--- src/rtl/itp_pkg.sv ---
package itp_pkg;

  typedef struct packed {
    logic [7:0] in_char;
    logic       is_last;
  } itp_in_t;

  typedef struct packed {
    logic [7:0] out_char;
    logic       char_valid;
    logic       end_of_expr;
    logic [1:0] status;
  } itp_out_t;

  localparam logic [7:0] CH_PLUS  = 8'h2B;
  localparam logic [7:0] CH_MINUS = 8'h2D;
  localparam logic [7:0] CH_MUL   = 8'h2A;
  localparam logic [7:0] CH_DIV   = 8'h2F;
  localparam logic [7:0] CH_POW   = 8'h5E;
  localparam logic [7:0] CH_OPEN  = 8'h28;
  localparam logic [7:0] CH_CLOSE = 8'h29;

  localparam logic [1:0] ST_OK        = 2'd0;
  localparam logic [1:0] ST_OVERFLOW  = 2'd1;
  localparam logic [1:0] ST_UNMATCHED = 2'd2;

  // operator priority, 0 for everything else including '('
  function automatic logic [2:0] prio_of(input logic [7:0] c);
    logic [2:0] p;
    p = 3'd0;
    unique case (c)
      CH_PLUS:  p = 3'd1;
      CH_MINUS: p = 3'd2;
      CH_MUL:   p = 3'd3;
      CH_DIV:   p = 3'd4;
      CH_POW:   p = 3'd5;
      default:  p = 3'd0;
    endcase
    return p;
  endfunction

endpackage

--- src/rtl/itp_stack_mem.sv ---
module itp_stack_mem #(
  parameter int STACK_DEPTH = 32,
  parameter int AW          = $clog2(STACK_DEPTH)
) (
  input  logic          clk,
  input  logic          wr_en,
  input  logic [AW-1:0] wr_addr,
  input  logic [7:0]    wr_data,
  input  logic [AW-1:0] rd_addr,
  output logic [7:0]    rd_data
);

  logic [7:0] mem [STACK_DEPTH];
  logic [7:0] mem_q;
  logic [7:0] wr_data_q;
  logic       bypass;

  always_ff @(posedge clk) begin
    if (wr_en) begin
      mem[wr_addr] <= wr_data;
    end
    mem_q     <= mem[rd_addr];
    wr_data_q <= wr_data;
    bypass    <= wr_en && (wr_addr == rd_addr);
  end

  // a read of the entry written at the same edge returns the new data
  assign rd_data = bypass ? wr_data_q : mem_q;

endmodule

--- src/rtl/itp_ctrl.sv ---
module itp_ctrl #(
  parameter int STACK_DEPTH = 32,
  parameter int AW          = $clog2(STACK_DEPTH),
  parameter int CW          = $clog2(STACK_DEPTH + 1)
) (
  input  logic             clk,
  input  logic             rst,
  input  logic             item_valid,
  output logic             item_stall,
  input  itp_pkg::itp_in_t item,
  output logic             result_valid,
  input  logic             result_stall,
  output itp_pkg::itp_out_t result,
  output logic             wr_en,
  output logic [AW-1:0]    wr_addr,
  output logic [7:0]       wr_data,
  output logic [AW-1:0]    rd_addr,
  input  logic [7:0]       rd_data
);
  import itp_pkg::*;

  typedef enum logic [3:0] {
    S_IDLE  = 4'b0001,
    S_EVAL  = 4'b0010,
    S_FLUSH = 4'b0100,
    S_DONE  = 4'b1000
  } state_t;

  state_t     state, state_next;
  logic [CW-1:0] count, count_next;
  logic [1:0] err, err_next;
  logic [7:0] ch, ch_next;
  logic       last, last_next;
  itp_out_t   hold, hold_next;
  logic       hold_full, hold_full_next;
  itp_out_t   result_next;
  logic       result_valid_next;

  logic       has_top;
  logic       out_free;
  logic       can_emit;
  logic       do_emit;
  logic [7:0] emit_char;
  logic       do_push;
  logic [2:0] p_in;
  logic [2:0] p_top;
  state_t     after_eval;

  assign has_top    = (count != '0);
  assign out_free   = !result_valid || !result_stall;
  assign can_emit   = !hold_full || out_free;
  assign p_in       = prio_of(ch);
  assign p_top      = prio_of(rd_data);
  assign after_eval = last ? S_FLUSH : S_DONE;
  assign item_stall = (state != S_IDLE);

  always_comb begin
    state_next        = state;
    count_next        = count;
    err_next          = err;
    ch_next           = ch;
    last_next         = last;
    hold_next         = hold;
    hold_full_next    = hold_full;
    result_next       = result;
    result_valid_next = result_valid && result_stall;
    do_emit           = 1'b0;
    emit_char         = rd_data;
    do_push           = 1'b0;
    wr_en             = 1'b0;
    wr_addr           = count[AW-1:0];
    wr_data           = ch;

    unique case (state)
      S_IDLE: begin
        if (item_valid) begin
          ch_next    = item.in_char;
          last_next  = item.is_last;
          state_next = S_EVAL;
        end
      end
      S_EVAL: begin
        priority if (ch == CH_OPEN) begin
          do_push    = 1'b1;
          state_next = after_eval;
        end else if (ch == CH_CLOSE) begin
          priority if (has_top && rd_data != CH_OPEN) begin
            if (can_emit) begin
              do_emit    = 1'b1;
              count_next = count - CW'(1);
            end
          end else if (has_top) begin
            count_next = count - CW'(1);
            state_next = after_eval;
          end else begin
            if (err == ST_OK) begin
              err_next = ST_UNMATCHED;
            end
            state_next = after_eval;
          end
        end else if (p_in != 3'd0) begin
          if (has_top && p_top >= p_in) begin
            if (can_emit) begin
              do_emit    = 1'b1;
              count_next = count - CW'(1);
            end
          end else begin
            do_push    = 1'b1;
            state_next = after_eval;
          end
        end else begin
          if (can_emit) begin
            do_emit    = 1'b1;
            emit_char  = ch;
            state_next = after_eval;
          end
        end
      end
      S_FLUSH: begin
        if (has_top) begin
          if (can_emit) begin
            do_emit    = 1'b1;
            count_next = count - CW'(1);
          end
        end else begin
          state_next = S_DONE;
        end
      end
      S_DONE: begin
        if (hold_full) begin
          if (out_free) begin
            result_next             = hold;
            result_next.end_of_expr = last;
            result_valid_next       = 1'b1;
            hold_full_next          = 1'b0;
            if (last) begin
              err_next = ST_OK;
            end
            state_next = S_IDLE;
          end
        end else if (last) begin
          if (out_free) begin
            result_next       = '{out_char: 8'd0, char_valid: 1'b0,
                                  end_of_expr: 1'b1, status: err};
            result_valid_next = 1'b1;
            err_next          = ST_OK;
            state_next        = S_IDLE;
          end
        end else begin
          state_next = S_IDLE;
        end
      end
      default: begin
        state_next = S_IDLE;
      end
    endcase

    if (do_push) begin
      if (count == CW'(STACK_DEPTH)) begin
        if (err == ST_OK) begin
          err_next = ST_OVERFLOW;
        end
      end else begin
        wr_en      = 1'b1;
        count_next = count + CW'(1);
      end
    end

    // one-deep hold so the last item of an expression can be tagged
    if (do_emit) begin
      if (hold_full) begin
        result_next       = hold;
        result_valid_next = 1'b1;
      end
      hold_next      = '{out_char: emit_char, char_valid: 1'b1,
                         end_of_expr: 1'b0, status: err};
      hold_full_next = 1'b1;
    end
  end

  // address the new top of stack so its data is ready next cycle
  always_comb begin
    if (count_next == '0) begin
      rd_addr = '0;
    end else begin
      rd_addr = AW'(count_next - CW'(1));
    end
  end

  always_ff @(posedge clk) begin
    if (rst) begin
      state        <= S_IDLE;
      count        <= '0;
      err          <= ST_OK;
      hold_full    <= 1'b0;
      result_valid <= 1'b0;
    end else begin
      state        <= state_next;
      count        <= count_next;
      err          <= err_next;
      hold_full    <= hold_full_next;
      result_valid <= result_valid_next;
    end
  end

  always_ff @(posedge clk) begin
    ch     <= ch_next;
    last   <= last_next;
    hold   <= hold_next;
    result <= result_next;
  end

endmodule

--- src/rtl/infix_to_postfix_converter.sv ---
// Shunting-yard infix-to-postfix converter. One expression character is taken per
// transaction; the character flagged is_last closes the expression and flushes the
// operator stack. Each character is accepted, evaluated against the stack top,
// popping stacked operators one at a time, and handed to the output register; the
// last character also flushes the remaining stack entries before its hand-off. No
// new character is taken before the previous one is done. Results leave through an
// output register, and the block waits for it to drain when result_stall holds.
// The final result of an expression carries end_of_expr; an expression whose last
// character and flush produce nothing gets a bare end result with char_valid low.
// status holds the first stack overflow or unmatched ')' so far in the expression.
module infix_to_postfix_converter #(
  parameter int STACK_DEPTH = 32
) (
  input  logic              clk,
  input  logic              rst,
  input  logic              item_valid,
  output logic              item_stall,
  input  itp_pkg::itp_in_t  item,
  output logic              result_valid,
  input  logic              result_stall,
  output itp_pkg::itp_out_t result
);
  import itp_pkg::*;

  localparam int AW = $clog2(STACK_DEPTH);

  logic          wr_en;
  logic [AW-1:0] wr_addr;
  logic [7:0]    wr_data;
  logic [AW-1:0] rd_addr;
  logic [7:0]    rd_data;

  itp_ctrl #(
    .STACK_DEPTH(STACK_DEPTH)
  ) u_ctrl (
    .clk          (clk),
    .rst          (rst),
    .item_valid   (item_valid),
    .item_stall   (item_stall),
    .item         (item),
    .result_valid (result_valid),
    .result_stall (result_stall),
    .result       (result),
    .wr_en        (wr_en),
    .wr_addr      (wr_addr),
    .wr_data      (wr_data),
    .rd_addr      (rd_addr),
    .rd_data      (rd_data)
  );

  itp_stack_mem #(
    .STACK_DEPTH(STACK_DEPTH)
  ) u_stack (
    .clk     (clk),
    .wr_en   (wr_en),
    .wr_addr (wr_addr),
    .wr_data (wr_data),
    .rd_addr (rd_addr),
    .rd_data (rd_data)
  );

`ifndef SYNTHESIS
  a_bare_is_end: assert property (@(posedge clk) disable iff (rst)
    result_valid && !result.char_valid |-> result.end_of_expr && result.out_char == 8'd0)
    else $error("bare result without end marker");

  a_status_code: assert property (@(posedge clk) disable iff (rst)
    result_valid |-> result.status == ST_OK || result.status == ST_OVERFLOW
                     || result.status == ST_UNMATCHED)
    else $error("bad status code");

  a_busy_after_accept: assert property (@(posedge clk) disable iff (rst)
    item_valid && !item_stall |=> item_stall)
    else $error("input taken while evaluating");
`endif

endmodule
--- config.mk ---
export PLATFORM = sky130hd
export DESIGN_NAME = infix_to_postfix_converter
export DESIGN_NICKNAME = d
export VERILOG_FILES = /design/src/rtl/itp_pkg.sv /design/src/rtl/itp_stack_mem.sv /design/src/rtl/itp_ctrl.sv /design/src/rtl/infix_to_postfix_converter.sv
export SDC_FILE = /design/constraint.sdc
export NUM_CORES = 1
export LEC_CHECK = 0
export ABC_AREA = 1
export BUFFER_PORTS_ARGS = -buffer_cell sky130_fd_sc_hd__buf_2
export CAP_MARGIN = 40
export CELL_PAD_IN_SITES_DETAIL_PLACEMENT = 1
export CELL_PAD_IN_SITES_GLOBAL_PLACEMENT = 1
export CORE_MARGIN = 8
export CORE_UTILIZATION = 45
export CTS_BUF_LIST = sky130_fd_sc_hd__clkbuf_4 sky130_fd_sc_hd__clkbuf_8 sky130_fd_sc_hd__clkbuf_16
export DETAILED_ROUTE_END_ITERATION = 8
export PLACE_DENSITY_LB_ADDON = 0.1
export SYNTH_ARGS = -nofsm -noshare
export SYNTH_HDL_FRONTEND = slang
export SYNTH_SLANG_ARGS = --single-unit
--- constraint.sdc ---
create_clock -name clk -period 3.8 [get_ports clk]
set_input_delay 0.76 -clock clk [delete_from_list [all_inputs] [get_ports clk]]
set_output_delay 0.76 -clock clk [all_outputs]
set_load 0.02 [all_outputs]
* Word level (Yosys, flattened, before mapping)
Memory sizes are Yosys's and may differ from the RTL's. A register that Yosys moved wholly into a read port is not among the register bits.
Index checks and enable logic that the tools add are counted.
Widths: inputs -> output; s select.
** Cells by class
- Reduce and logical (&&, ||, !) cells :: 16
- Add/subtract/negate cells :: 3
- Order comparisons :: 1
- Muxes and demuxes :: 81
- Eq/ne operators :: 25
** Operators with widths (number)
- $mux 12 :: 7
- $eq 8x6->1 const B :: 10
- $mux 6 :: 10
- $mux 4 :: 12
- $mux 8 :: 6
- $pmux 3 s5 :: 2
- $mux 1 :: 26
- $mux 2 :: 13
- $eq 8x7->1 const B :: 2
- $pmux 4 s4 :: 1
- $pmux 6 s2 :: 1
- $ne 8x6->1 const B :: 1
- $add 6x1->6 const B :: 1
- $eq 6x6->1 const B :: 1
- $logic_not 6->1 :: 1
- $reduce_bool 6->1 :: 1
- $sub 6x1->6 const B :: 1
- $eq 5x5->1 :: 1
- $mux 5 :: 1
- $ne 5x1->1 const B :: 1
- $ne 5x3->1 const B :: 1
- $reduce_and 5->1 :: 1
- $sub 5x1->5 const B :: 1
- $eq 4x1->1 const B :: 1
- 16 further kinds :: 23
** Storage, ports and cells
- Memories kept :: 1
- Input bits :: 13
- Word-level logic and storage cells :: 142
- Output and inout port bits :: 14
- Bits in writable memories :: 256
- Register bits after elaboration :: 54
** Memory list
- u_stack.mem :: depth 32, bits a word 8, rd ports 1, clocked after memory_dff 1, wr ports 1, RTL line itp_stack_mem.sv:13 : logic [7:0] mem [STACK_DEPTH];

* Logic depth before layout (Yosys ltp)
- Word-level depth :: 16
- Depth in mapped cells :: 36

* Cells and area by module
A second synthesis with hierarchy kept.
** Second synthesis, totals
- Cell total of the unflattened synthesis :: 1401
- Area total of the unflattened synthesis :: 14146.1 sq um
** Modules (own cells, without submodules)
- itp_stack_mem :: area each 10966.8 sq um, instances 1, cells each 951
- itp_ctrl :: area each 3179.3 sq um, instances 1, cells each 450

* Least setup slack after synthesis
OpenSTA, ideal clock, no wires.
- Kind :: flip-flop to flip-flop
- Start :: register u_ctrl.ch[5], in the netlist u_ctrl.wr_data[5]
- End :: register u_stack.mem_q[6], read port of u_stack.mem
- Stages on the path, launching flop included :: 31
- Clock period less this slack :: 4236 ps
- Library setup time :: 112 ps
- Setup slack :: -436 ps
- Required time :: 3688 ps
- Arrival :: 4124 ps
- Cells stage by stage :: edfxtp_1 > nand2_1 > nor2_4 > nand2_1 > nand2_1 > inv_1 > ha_1 > a21oi_1 > nand3_1 > nand2_1 > nor2_1 > nand2_1 > xor2_1 > nand2_1 > nand3_1 > nand3_1 > o21ai_2 > buf_2 > buf_2 > ha_1 > nand3_2 > nor2_8 > nand2_8 > nand2_2 > buf_4 > buf_2 > nand3_1 > nand3_1 > nand2_1 > nand2_1 > nand2_1
** Between the ends
- Longest elaborated chain between the ends :: 13
- Elaborated cells on any way between the ends :: 26
- Those cells by class :: 1 x add/sub; 1 x order compare; 7 x eq/ne; 14 x mux; 3 x reduce/logical
** RTL lines
- start, declared :: RTL line itp_ctrl.sv:32 : logic [7:0] ch, ch_next;
- start signal, assigned :: RTL line itp_ctrl.sv:207 : ch <= ch_next;
- $eq 8x7->1 or $eq 8x6->1 (tied branches) :: RTL line itp_pkg.sv:31 : unique case (c)
- $pmux 3 s5 :: RTL line itp_pkg.sv:31
- $ge 3x3->1 :: RTL line itp_ctrl.sv:102 : if (has_top && p_top >= p_in) begin
- $logic_and 1x1->1 :: RTL line itp_ctrl.sv:102
- $mux 6 :: RTL line itp_ctrl.sv:102
- $mux 6 :: RTL line itp_ctrl.sv:101 : end else if (p_in != 3'd0) begin
- $mux 6 :: RTL line itp_ctrl.sv:86 : end else if (ch == CH_CLOSE) begin
- $mux 6 :: RTL line itp_ctrl.sv:83 : priority if (ch == CH_OPEN) begin
- $pmux 6 s2 :: RTL line itp_ctrl.sv:74 : unique case (state)
- $mux 6 :: RTL line itp_ctrl.sv:159 : if (count == CW'(STACK_DEPTH)) begin
- $mux 6 (*) :: RTL line itp_ctrl.sv:158 : if (do_push) begin
- $sub 5x1->5 or $logic_not 6->1 (tied branches) :: RTL line itp_ctrl.sv:186, itp_ctrl.sv:183
- $mux 5 (*) :: RTL line itp_ctrl.sv:183 : if (count_next == '0) begin
- end, declared :: RTL line itp_stack_mem.sv:14 : logic [7:0] mem_q;
Mark *: on every way between the ends. The rest lies on a longest branch, timed or not.
A chain may end at the register's enable or synchronous reset.

* Worst setup path after layout
- Start :: register u_stack.bypass
- End :: register u_stack.mem_q[4], read port of u_stack.mem
** Between the ends
- Longest elaborated chain between the ends :: 14
- Elaborated cells on any way between the ends :: 27
- Those cells by class :: 1 x add/sub; 1 x order compare; 6 x eq/ne; 16 x mux; 3 x reduce/logical
** RTL lines
- start, declared :: RTL line itp_stack_mem.sv:16 : logic bypass;
- start signal, assigned :: RTL line itp_stack_mem.sv:24 : bypass <= wr_en && (wr_addr == rd_addr);
- $mux 8 (*) :: RTL line itp_stack_mem.sv:28 : assign rd_data = bypass ? wr_data_q : mem_q;
- $eq 8x7->1 or $eq 8x6->1 (tied branches) :: RTL line itp_pkg.sv:31
- $pmux 3 s5 :: RTL line itp_pkg.sv:31
- $ge 3x3->1 :: RTL line itp_ctrl.sv:102
- $logic_and 1x1->1 :: RTL line itp_ctrl.sv:102
- $mux 6 :: RTL line itp_ctrl.sv:102
- $mux 6 :: RTL line itp_ctrl.sv:101
- $mux 6 :: RTL line itp_ctrl.sv:86
- $mux 6 :: RTL line itp_ctrl.sv:83
- $pmux 6 s2 :: RTL line itp_ctrl.sv:74
- $mux 6 :: RTL line itp_ctrl.sv:159
- $mux 6 (*) :: RTL line itp_ctrl.sv:158
- $sub 5x1->5 or $logic_not 6->1 (tied branches) :: RTL line itp_ctrl.sv:186, itp_ctrl.sv:183
- $mux 5 (*) :: RTL line itp_ctrl.sv:183
Marks and branches as above.

==> metrics <==
clk sink count 318; violations in the final reports setup timing; count of flip-flops with a built-in enable after synthesis 275; leak pwr 7.80 nW; most repeated cell in the gate-level netlist after synthesis sky130_fd_sc_hd__nand2_1; number of global-route vias before repair 12,500; Worst Setup Slack post-DPL -0.579 ns; clock-pin transition on the worst setup and hold timing paths 0.06 ns; clock tree skew after final layout 0.0116 ns; ranking of synthesized cells by instance count sky130_fd_sc_hd__nand2_1, sky130_fd_sc_hd__edfxtp_1, sky130_fd_sc_hd__nand3_1, sky130_fd_sc_hd__nor2_1, sky130_fd_sc_hd__inv_1; sequential fraction of the synthesis area 60.6%; Chip Width 199 µm; post-cts hold buffer count 0; GP Congestion 0.893; Total Wirelength 48.0 mm; number of antenna violations at the first check in global routing 0; Yosys top cell area share 54.8%; Post-DP HPWL 29.9 mm; total number of yosys warnings 0; delay of the slowest critical-path stage 0.37 ns; routed length per instance 21.8 µm; detailed router's first-iteration violation count 755; worst vdd rail ir drop 398 µV; Max Cap Viol 0; CTS Root Cell sky130_fd_sc_hd__clkbuf_16; Post-Syn Area per Cell 9.64 µm²; synthesized net count 1,583; final cell count without fillers 2,204; multi-input gate area in the final layout 5330 µm²; count of cell types in the netlist 46; count of antenna diodes in the layout 0; core footprint 33,300 µm²; maximum clock insertion buffer count 3; Detailed Routing Iterations Pass 1 5; setup violation total in the final timing report 9; area added between synthesis and finish 24.8%; count of cells along the worst register-to-register path 32; highest fanout seen on the critical path 8; prevailing post-synth register cell sky130_fd_sc_hd__edfxtp_1; PnR Total Power 0.0108 W; number of cell rows 67; H-tree depth 2; data required time of the worst path 4.27 ns; final-layout setup total negative slack -2.89 ns; unrepaired setup endpoints after global routing true; min Tclk post-route 4.17 ns; R2R Setup Slk -0.37 ns; arrival time reported for the critical path endpoint 4.64 ns; remaining global-route overflow 0; actual slew at the worst max-slew pin 0.744 ns; run status finished with violations; worst setup margin -0.366 ns; share of post-route cells with drive strength above 1 23.5%; post-synthesis sequential element count 318; DRC Markers 0; combined global-route utilization of all metal layers 24.0%; Initial Util 45.2%; Slew HR 50.2%; worst setup path start u_stack.bypass; fraction of the cycle the final worst path needs 110%; number of instances in the synthesized netlist 1,562; Pins Over Slew Limit 0; die height 199 µm; clock insertion delay at the later pin of the skew report 0.53 ns; area taken by flip-flops and latches 9120 µm²; global-route wire length before repair 72.0 mm; Yosys top cell by area sky130_fd_sc_hd__edfxtp_1; Critical Path Sink Type flip-flop; launching element type of the critical path flip-flop; startpoint of the worst register-to-register path u_stack.bypass; Max Clk Rate 240 MHz; Hold Fails Final Rpt 0; cell total after placement 2,110; via/cell ratio 5.40; largest net degree at the start of global routing 87; number of buffers created by CTS 37; Crit-path slowest cell sky130_fd_sc_hd__dfxtp_4; worst r2r dst u_stack.mem_q[4]; TritonCTS clock tree done; Total Nets Final 1,749; classification of the worst setup path reg2reg; full die area 39,600 µm²; post-detailed-route count of antenna-violating nets 0; number of input and output port buffers inserted 26; top post-synthesis cells by area sky130_fd_sc_hd__edfxtp_1, sky130_fd_sc_hd__nand3_1, sky130_fd_sc_hd__nand2_1; Hold WC Path Type in2reg; Cell Area, Synth 15,100 µm²; CP endpoint u_stack.mem_q[4]; filler cell count in the final layout 3,672; number of vias after detailed routing 11,900; post-detailed-placement cell area 16,600 µm²; I/O pin cnt 27; final non-filler cell area 18,800 µm²; share of async-settable or async-resettable flops after synthesis 0%; Pwr per Cell Area 577 nW/µm²
logic make-up after synthesis:
family	after synthesis	share of synthesized area, %
flip-flops	318	60.6
buffers and inverters	254	7.57
AND/OR/NAND/NOR	900	28.0
adder cells (fa/ha/maj)	8	0.665
XOR/XNOR	8	0.465
AO/OA/AOI/OAI	74	2.77
metal layers:
layer  GRT usage (%)  up-vias  wire length [µm]
met5               0        -                 0
met1            31.4     5970             20900
met3            3.18       79              2030
li1                -     5573                 -
met4            7.27        0              1210
met2            40.9      290             23800
sequential cells by signal (all words and copies together), names as in the netlist, 2 cells and up:
signal / count
u_ctrl.count: 6
u_ctrl.err: 2
u_ctrl.hold: 10
u_ctrl.result: 12
u_ctrl.state: 4
u_ctrl.wr_data: 8
u_stack.mem: 256
u_stack.mem_q: 8
u_stack.wr_data_q: 8
stage by stage:
step | util, % | hold WS (ns)
after floorplan | - | 0.435
after global placement | 50.0 | 0.436
after detailed placement | 50.0 | 0.445
after CTS | 55.4 | 0.385
after global routing | 56.5 | 0.391
final | 56.5 | 0.406
power breakdown:
group,leakage [nW],total (W),internal [W],switching (W)
clock network,0.579,0.00336,0.00192,0.00144
registers,2.83,0.00421,0.00410,0.000112
logic,4.39,0.00328,0.00124,0.00204
total,7.80,0.0108,0.00726,0.00359
cell usage in the layout, fill, tap and decap left out, drive strengths merged:
cell type	n
a21oi	21
nand2	331
bufinv	1
o21ai	40
nor4	1
a22oi	3
edfxtp	275
nor3	10
clkbuf	46
o31ai	2
nand4	5
clkinvlp	1
nor2	202
buf	197
ha	8
or4	2
clkinv	26
o22ai	1
dfxtp	43
nand3b	77
xor2	7
inv	175
bufbuf	1
xnor2	1
a31oi	2
or2	8
a211oi	2
o211ai	2
o221ai	1
nand3	265
how the worst min path moves through the flow:
stage / from / to / slack [ns] / depth (start not counted)
detailed placement: u_ctrl.result[3] / u_ctrl.result[3] / 0.44 / 2
floorplan: u_ctrl.hold[11] / u_ctrl.result[11] / 0.44 / 2
CTS: item[3] / u_ctrl.wr_data[2] / 0.39 / 1
finish: item[3] / u_ctrl.wr_data[2] / 0.41 / 1
global route: item[4] / u_ctrl.wr_data[3] / 0.39 / 1
global placement: u_ctrl.result[3] / u_ctrl.result[3] / 0.44 / 2
layout make-up:
| type | count | area share, % |
|---|---|---|
| flip-flops and latches | 318 | 48.5 |
| multi-input cells | 991 | 28.3 |
| repair buffers | 202 | 10.5 |
| clock buffers | 42 | 5.22 |
| inverters | 178 | 3.61 |
| well taps | 448 | 2.98 |
| clock inverters | 25 | 0.805 |
worst max-delay path: cells and delay by family, from the launching register on:
family	cells	cell delay [ns]
xor+xnor	1	0.17
simple gates	23	2.63
flops	1	0.37
compound gates	1	0.09
fa+ha+maj	2	0.34
buf+inv	5	0.47
timing repair:
| item | CTS | global route |
|---|---|---|
| gates cloned | 10 | 4 |
| endpoints found under the setup margin | 9 | 9 |
| resized for setup | 77 | 64 |
| buffers inserted | 9 | 6 |
| pin swaps | 13 | 34 |
(Power assumes the default switching activity.)
